[src/rtl/pps_pkg.sv]
// ----------------------------------------------------------------------------
// Priority process scheduler package
// Queue depth, entry and command types, request kinds and status codes.
// ----------------------------------------------------------------------------
package pps_pkg;

   localparam int QUEUE_DEPTH = 16;
   localparam int CNT_W       = $clog2(QUEUE_DEPTH + 1);

   typedef enum logic {
      KIND_ADD = 1'b0,
      KIND_RUN = 1'b1
   } kind_type;

   typedef enum logic [2:0] {
      ST_ADDED    = 3'd0,
      ST_FULL     = 3'd1,
      ST_ZERO     = 3'd2,
      ST_REQUEUED = 3'd3,
      ST_FINISHED = 3'd4,
      ST_EMPTY    = 3'd5
   } status_type;

   typedef struct packed {
      logic              valid;
      logic [7:0]        id;
      logic [15:0]       ticks;
      logic signed [15:0] prio;
   } entry_type;

   typedef struct packed {
      logic      shift;   // drop head, move entries toward head
      logic      ins;     // sorted insert of item
      entry_type item;
   } cmd_type;

endpackage

[src/rtl/pps_cell.sv]
// ----------------------------------------------------------------------------
// Priority process scheduler queue cell
// One slot of the sorted queue; shifts toward the head and takes the insert.
// ----------------------------------------------------------------------------
module pps_cell (
   input  logic               clock,
   input  logic               reset,
   input  logic               load,
   input  pps_pkg::cmd_type   cmd,
   input  pps_pkg::entry_type prev_base,
   input  logic               prev_keep,
   input  pps_pkg::entry_type next_own,
   output pps_pkg::entry_type own,
   output pps_pkg::entry_type base,
   output logic               keep
);

   pps_pkg::entry_type entry_ff;
   pps_pkg::entry_type entry_in;

   assign own = entry_ff;

   always_comb begin
      base = cmd.shift ? next_own : entry_ff;
      keep = base.valid && ($signed(base.prio) >= $signed(cmd.item.prio));
      if (!cmd.ins) begin
         entry_in = base;
      end else if (keep) begin
         entry_in = base;
      end else if (prev_keep) begin
         entry_in = cmd.item;
      end else begin
         entry_in = prev_base;
      end
   end

   always_ff @(posedge clock) begin
      if (reset) begin
         entry_ff.valid <= 1'b0;
      end else if (load) begin
         entry_ff <= entry_in;
      end
   end

endmodule

[src/rtl/priority_process_scheduler.sv]
// ----------------------------------------------------------------------------
// Priority process scheduler
// Sorted ready queue in a row of cells; add a process or run the head one tick.
// ----------------------------------------------------------------------------
//  channel | dir | handshake          | payload
//  req     | in  | req_tvalid/tready  | tuser kind, tdata id/time/priority
//  rsp     | out | rsp_tvalid/tready  | tuser status, tdata id/time/prio/count
//
//  One request per cycle while req_tready is high; its response is registered in the cycle after the accept.
//  Every cell updates in the accept cycle from its neighbors and the command.
//  req_tready is low only while a response waits and rsp_tready is low.
//  Synchronous reset empties the queue by clearing the cell valid bits.
// ----------------------------------------------------------------------------
module priority_process_scheduler (
   input  logic        clock,
   input  logic        reset,
   input  logic        req_tvalid,
   output logic        req_tready,
   input  logic        req_tuser,   // [0] kind
   input  logic [39:0] req_tdata,   // [7:0] proc_id, [23:8] run_time, [39:24] priority_req
   output logic        rsp_tvalid,
   input  logic        rsp_tready,
   output logic [2:0]  rsp_tuser,   // [2:0] status
   output logic [47:0] rsp_tdata    // [7:0] run_id, [23:8] remaining_time,
                                    // [39:24] new_priority, [44:40] queue_count
);

   localparam int N = pps_pkg::QUEUE_DEPTH;
   localparam int W = pps_pkg::CNT_W;

   pps_pkg::entry_type own  [N];
   pps_pkg::entry_type base [N];
   logic               keep [N];
   pps_pkg::cmd_type   cmd;

   logic                   accept;
   logic [W-1:0]           count_ff, count_in;
   logic                   rsp_valid_ff, rsp_valid_in;
   pps_pkg::status_type    status_ff, status_in;
   logic [7:0]             run_id_ff, run_id_in;
   logic [15:0]            rtime_ff, rtime_in;
   logic [15:0]            rprio_ff, rprio_in;
   logic [4:0]             qcount_ff, qcount_in;
   pps_pkg::entry_type     head_run;
   logic [31:0]            count_wide;

   assign req_tready = !rsp_valid_ff || rsp_tready;
   assign accept     = req_tvalid && req_tready;

   genvar g;
   generate
      for (g = 0; g < N; g++) begin : g_cell
         pps_pkg::entry_type prev_base_w;
         pps_pkg::entry_type next_own_w;
         logic               prev_keep_w;
         if (g == 0) begin : g_first
            assign prev_base_w = '0;
            assign prev_keep_w = 1'b1;
         end else begin : g_mid
            assign prev_base_w = base[g-1];
            assign prev_keep_w = keep[g-1];
         end
         if (g == N - 1) begin : g_last
            assign next_own_w = '0;
         end else begin : g_body
            assign next_own_w = own[g+1];
         end
         pps_cell u_cell (
            .clock     (clock),
            .reset     (reset),
            .load      (accept),
            .cmd       (cmd),
            .prev_base (prev_base_w),
            .prev_keep (prev_keep_w),
            .next_own  (next_own_w),
            .own       (own[g]),
            .base      (base[g]),
            .keep      (keep[g])
         );
      end
   endgenerate

   always_comb begin
      head_run       = own[0];
      head_run.ticks = own[0].ticks - 16'd1;
      if (own[0].prio != 16'sh8000) begin
         head_run.prio = own[0].prio - 16'sd1;
      end

      cmd.shift      = 1'b0;
      cmd.ins        = 1'b0;
      cmd.item.valid = 1'b1;
      cmd.item.id    = req_tdata[7:0];
      cmd.item.ticks = req_tdata[23:8];
      cmd.item.prio  = req_tdata[39:24];
      count_in       = count_ff;
      status_in      = pps_pkg::ST_ADDED;
      run_id_in      = 8'd0;
      rtime_in       = 16'd0;
      rprio_in       = 16'd0;

      if (pps_pkg::kind_type'(req_tuser) == pps_pkg::KIND_ADD) begin
         if (req_tdata[23:8] == 16'd0) begin
            status_in = pps_pkg::ST_ZERO;
         end else if (count_ff == W'(N)) begin
            status_in = pps_pkg::ST_FULL;
         end else begin
            cmd.ins  = 1'b1;
            count_in = count_ff + W'(1);
         end
      end else if (count_ff == '0) begin
         status_in = pps_pkg::ST_EMPTY;
      end else begin
         cmd.shift = 1'b1;
         run_id_in = head_run.id;
         rtime_in  = head_run.ticks;
         rprio_in  = head_run.prio;
         if (head_run.ticks == 16'd0) begin
            status_in = pps_pkg::ST_FINISHED;
            count_in  = count_ff - W'(1);
         end else begin
            status_in = pps_pkg::ST_REQUEUED;
            cmd.ins   = 1'b1;
            cmd.item  = head_run;
         end
      end

      count_wide   = 32'(count_in);
      qcount_in    = count_wide[4:0];
      rsp_valid_in = accept || (rsp_valid_ff && !rsp_tready);
   end

   always_ff @(posedge clock) begin
      if (reset) begin
         count_ff     <= '0;
         rsp_valid_ff <= 1'b0;
      end else begin
         rsp_valid_ff <= rsp_valid_in;
         if (accept) begin
            count_ff <= count_in;
         end
      end
   end

   always_ff @(posedge clock) begin
      if (accept) begin
         status_ff <= status_in;
         run_id_ff <= run_id_in;
         rtime_ff  <= rtime_in;
         rprio_ff  <= rprio_in;
         qcount_ff <= qcount_in;
      end
   end

   assign rsp_tvalid = rsp_valid_ff;
   assign rsp_tuser  = status_ff;
   assign rsp_tdata  = {3'b000, qcount_ff, rprio_ff, rtime_ff, run_id_ff};

endmodule

[config.mk]
export PLATFORM = sky130hd
export DESIGN_NAME = priority_process_scheduler
export DESIGN_NICKNAME = d
export VERILOG_FILES = /design/src/rtl/pps_pkg.sv /design/src/rtl/pps_cell.sv /design/src/rtl/priority_process_scheduler.sv
export SDC_FILE = /design/constraint.sdc
export NUM_CORES = 2
export LEC_CHECK = 0
export ABC_CLOCK_PERIOD_IN_PS = 26100
export BUFFER_PORTS_ARGS = -buffer_cell sky130_fd_sc_hd__buf_2
export CORE_ASPECT_RATIO = 0.6
export CORE_MARGIN = 5
export CORE_UTILIZATION = 40
export DETAILED_ROUTE_END_ITERATION = 16
export GPL_TIMING_DRIVEN = 1
export PLACE_DENSITY_LB_ADDON = 0.15
export SETUP_SLACK_MARGIN = 0.4
export SYNTH_ARGS = -nofsm -noshare
export SYNTH_HDL_FRONTEND = slang
export SYNTH_SLANG_ARGS = --single-unit
[constraint.sdc]
create_clock -name clock -period 26.1 [get_ports clock]
set_clock_uncertainty 0.05 [all_clocks]
set_input_delay 1.305 -clock clock [delete_from_list [all_inputs] [get_ports clock]]
set_output_delay 1.305 -clock clock [all_outputs]
set_load 0.01 [all_outputs]
==> flow_metrics.tcl <==
set metrics [dict create \
    timing.slew.headroom 0.109 \
    drtIter0Drc 3173 \
    synthTopCellsByArea "edfxtp_1, mux2i_1, mux2_2" \
    vias_per_cell 5.55 \
    clock_latency_ps 700 \
    reg2reg_depth 21 \
    drc 0 \
    syn_area_per_cell_sq_um 11.7 \
    layout_min_cycle_time_ps 9240 \
    cts_tree "yes" \
    timing.rr.start "count_ff[0]" \
    wirelength_mm 145 \
    final-hold-violation-count 0 \
    worstSetupPathType "flop to flop" \
    cts.path.max_buffers 3 \
    synth_edf_count 688 \
    synth_top_family_by_area "multiplexers" \
    synth_seq_cells 710 \
    hp-class "flop to flop" \
    root_buffer "clkbuf_16" \
    rsz0062_at_grt "no" \
    required_ps 26460 \
    avgRoutedWirePerCell_um 23.8 \
    postCtsHoldBufs 0 \
    synth_top_area_share 0.409 \
    peakVddDrop_uv 54.7 \
    design_area_sq_um 55900 \
    start_util 0.401 \
    die_w_um 469 \
    worst_pin_slew_ps 1330 \
    synth_mux_area_frac 0.350 \
    cts_resized 0 \
    dieArea_sq_um 134000 \
    status "complete, no violations" \
    clkTransAtPathRegs_ps 70 \
    ys_types 86 \
    worstPathArrival_ps 9600 \
    dp_hpwl_mm 101 \
    final_antenna_net_count 0 \
    vias 33754 \
    fillCellCount 11788 \
    synth_ff_type "edfxtp_1" \
    async_flop_share 0 \
    regToRegSetupSlack_ps 16860 \
    endpoint_kind "flop" \
    endpoint "g_cell[14].u_cell.own[6]" \
    reg2reg_to "g_cell[14].u_cell.own[6]" \
    synth_compound_area_frac 0.0665 \
    synthAdderAreaFrac 0.0641 \
    grt_start_max_net_pins 179 \
    first_pass_iters 6 \
    cts_buffers 81 \
    pin_count 98 \
    synth_top_area_cell "edfxtp_1" \
    synthesis.instances 4316 \
    crit_fanout 73 \
    track_usage 0.211 \
    gp_congestion 0.843 \
    nets 4619 \
    grt_pass1_wl_mm 219 \
    setup_violations 0 \
    finalCritPeriodShare 0.354 \
    h-tree-depth 3 \
    critPathLaunch "count_ff[0]" \
    io_buffer_count 94 \
    dpl_cell_area_sq_um 53200 \
    yosys.area_share.simple 0.0547 \
    placementRows 101 \
    drv_slew 0 \
    mostFrequentLayoutCell "mux2i_1" \
    synthXorXnorAreaFrac 0.00451 \
    layout_common_cells "mux2i_1, edfxtp_1, mux2_2" \
    post_cts.repair.setup_buffers 0 \
    fp.dieH_um 285 \
    antenna_found_initial 6 \
    grt_overflow 0 \
    syn-cell-area_sq_um 50500 \
    ys_warn_count 0 \
    synth_seq_area_share 0.418 \
    clock-sinks 710 \
    power_density_nw_per_um2 67.1 \
    tns_ps 0 \
    area_growth_pct 10.6 \
    critical_path.startpoint_type "flop" \
    grt_pass1_vias 32851 \
    layout-drive-gt1-share 0.203 \
    core_sq_um 126000 \
    maxCapViolCount 0 \
    p_leak_uw 0.0254 \
    max_freq_mhz 108 \
]
cell usage after synthesis, types with 7 or more instances:
master	instances
buf_4	8
xnor2_1	11
buf_1	26
a211oi_1	10
buf_2	75
dfxtp_1	22
mux2i_1	1196
mux2_1	7
nand3_1	29
and4_1	9
a21oi_1	218
clkbuf_1	177
and3_1	11
nand2_1	159
a31oi_1	8
o21ai_1	12
a21o_1	61
nand2b_1	13
nor4_1	16
nor3b_1	7
nor2_1	144
nand4_1	41
edfxtp_1	688
o21a_1	26
a21boi_0	26
o21ai_0	54
and2_1	32
ha_1	259
nor2b_1	21
inv_1	245
xor2_1	15
o211ai_1	8
nor3_1	40
a22o_1	38
mux2_2	499
report_power, final:
part | internal [uW] | switching (uW) | leakage, uW
Sequential | 1410 | 64.5 | 0.00663
Clock | 646 | 519 | 0.00128
Combinational | 478 | 629 | 0.0175
critical path, stage by stage, from the launching register on:
cell	delay, ps
dfxtp_1	370
inv_1	80
ha_1	210
or4b_1	690
nand2_4	590
buf_4	590
buf_4	500
buf_12	450
buf_4	620
mux2i_1	290
inv_1	120
ha_1	310
a21o_1	180
a21o_1	170
a211oi_1	220
or3_1	150
o211ai_1	150
o31ai_4	810
buf_4	780
and2_2	760
buf_4	510
a21oi_1	150
final cells by class:
class | instances | area, sq um | area share
Multi-Input combinational cell | 3073 | 27700 | 0.497
Antenna cell | 2 | 5.00 | 0.0000896
Tap cell | 1699 | 2130 | 0.0381
Sequential cell | 710 | 21100 | 0.378
Inverter | 246 | 931 | 0.0167
Clock buffer | 98 | 2130 | 0.0381
Timing Repair Buffer | 203 | 1350 | 0.0242
Clock inverter | 51 | 478 | 0.00856
routing by layer:
layer | GRT usage | vias up | routed length, um
li1 | - | 16360 | -
met1 | 0.363 | 16305 | 81000
met5 | 0 | - | 0
met4 | 0.0359 | 0 | 2190
met2 | 0.256 | 948 | 50800
met3 | 0.0492 | 141 | 10900
cell families (layout without fill, tap and decap cells):
family | Yosys count | in the layout
other | 1 | 5
buffers and inverters | 535 | 598
muxes | 1702 | 1702
and+or+nand+nor | 558 | 558
xor gates and xnor gates | 26 | 26
DFF | 710 | 710
adders and majority gates | 259 | 259
AOI/OAI and AO/OA | 525 | 525
sequential cells by signal, summed over array words and instances, names as in the netlist:
name               flops
rtime_ff              16
g_cell.u_cell.own    656
rsp_tuser              3
qcount_ff              5
rsp_tvalid             1
run_id_ff              8
count_ff               5
rprio_ff              16
worst min-delay path by stage:
stage,startpoint,endpoint,slack [ps],depth (start not counted)
floorplan,g_cell[5].u_cell.own[40],g_cell[5].u_cell.own[40],380,2
global placement,g_cell[8].u_cell.own[40],g_cell[8].u_cell.own[40],410,2
detailed placement,g_cell[5].u_cell.own[40],g_cell[5].u_cell.own[40],410,2
CTS,g_cell[5].u_cell.own[40],g_cell[5].u_cell.own[40],420,2
global route,g_cell[5].u_cell.own[40],g_cell[5].u_cell.own[40],440,2
finish,g_cell[5].u_cell.own[40],g_cell[5].u_cell.own[40],430,2
metrics by stage:
| stage | instances | util | power (uW) | setup slack (ps) | hold WS [ps] |
|---|---|---|---|---|---|
| 2_1_floorplan | 4318 | - | 2310 | 10880 | 380 |
| 3_3_place_gp | 5931 | 0.423 | 2580 | 16940 | 411 |
| 3_5_place_dp | 5931 | 0.423 | 2590 | 16810 | 412 |
| 4_1_cts | 6080 | 0.443 | 3780 | 16910 | 422 |
| 5_1_grt | 6081 | 0.443 | 3930 | 16480 | 439 |
| 6_report | 6082 | 0.443 | 3750 | 16860 | 427 |
Note: power is estimated with default switching activity, not from simulation.
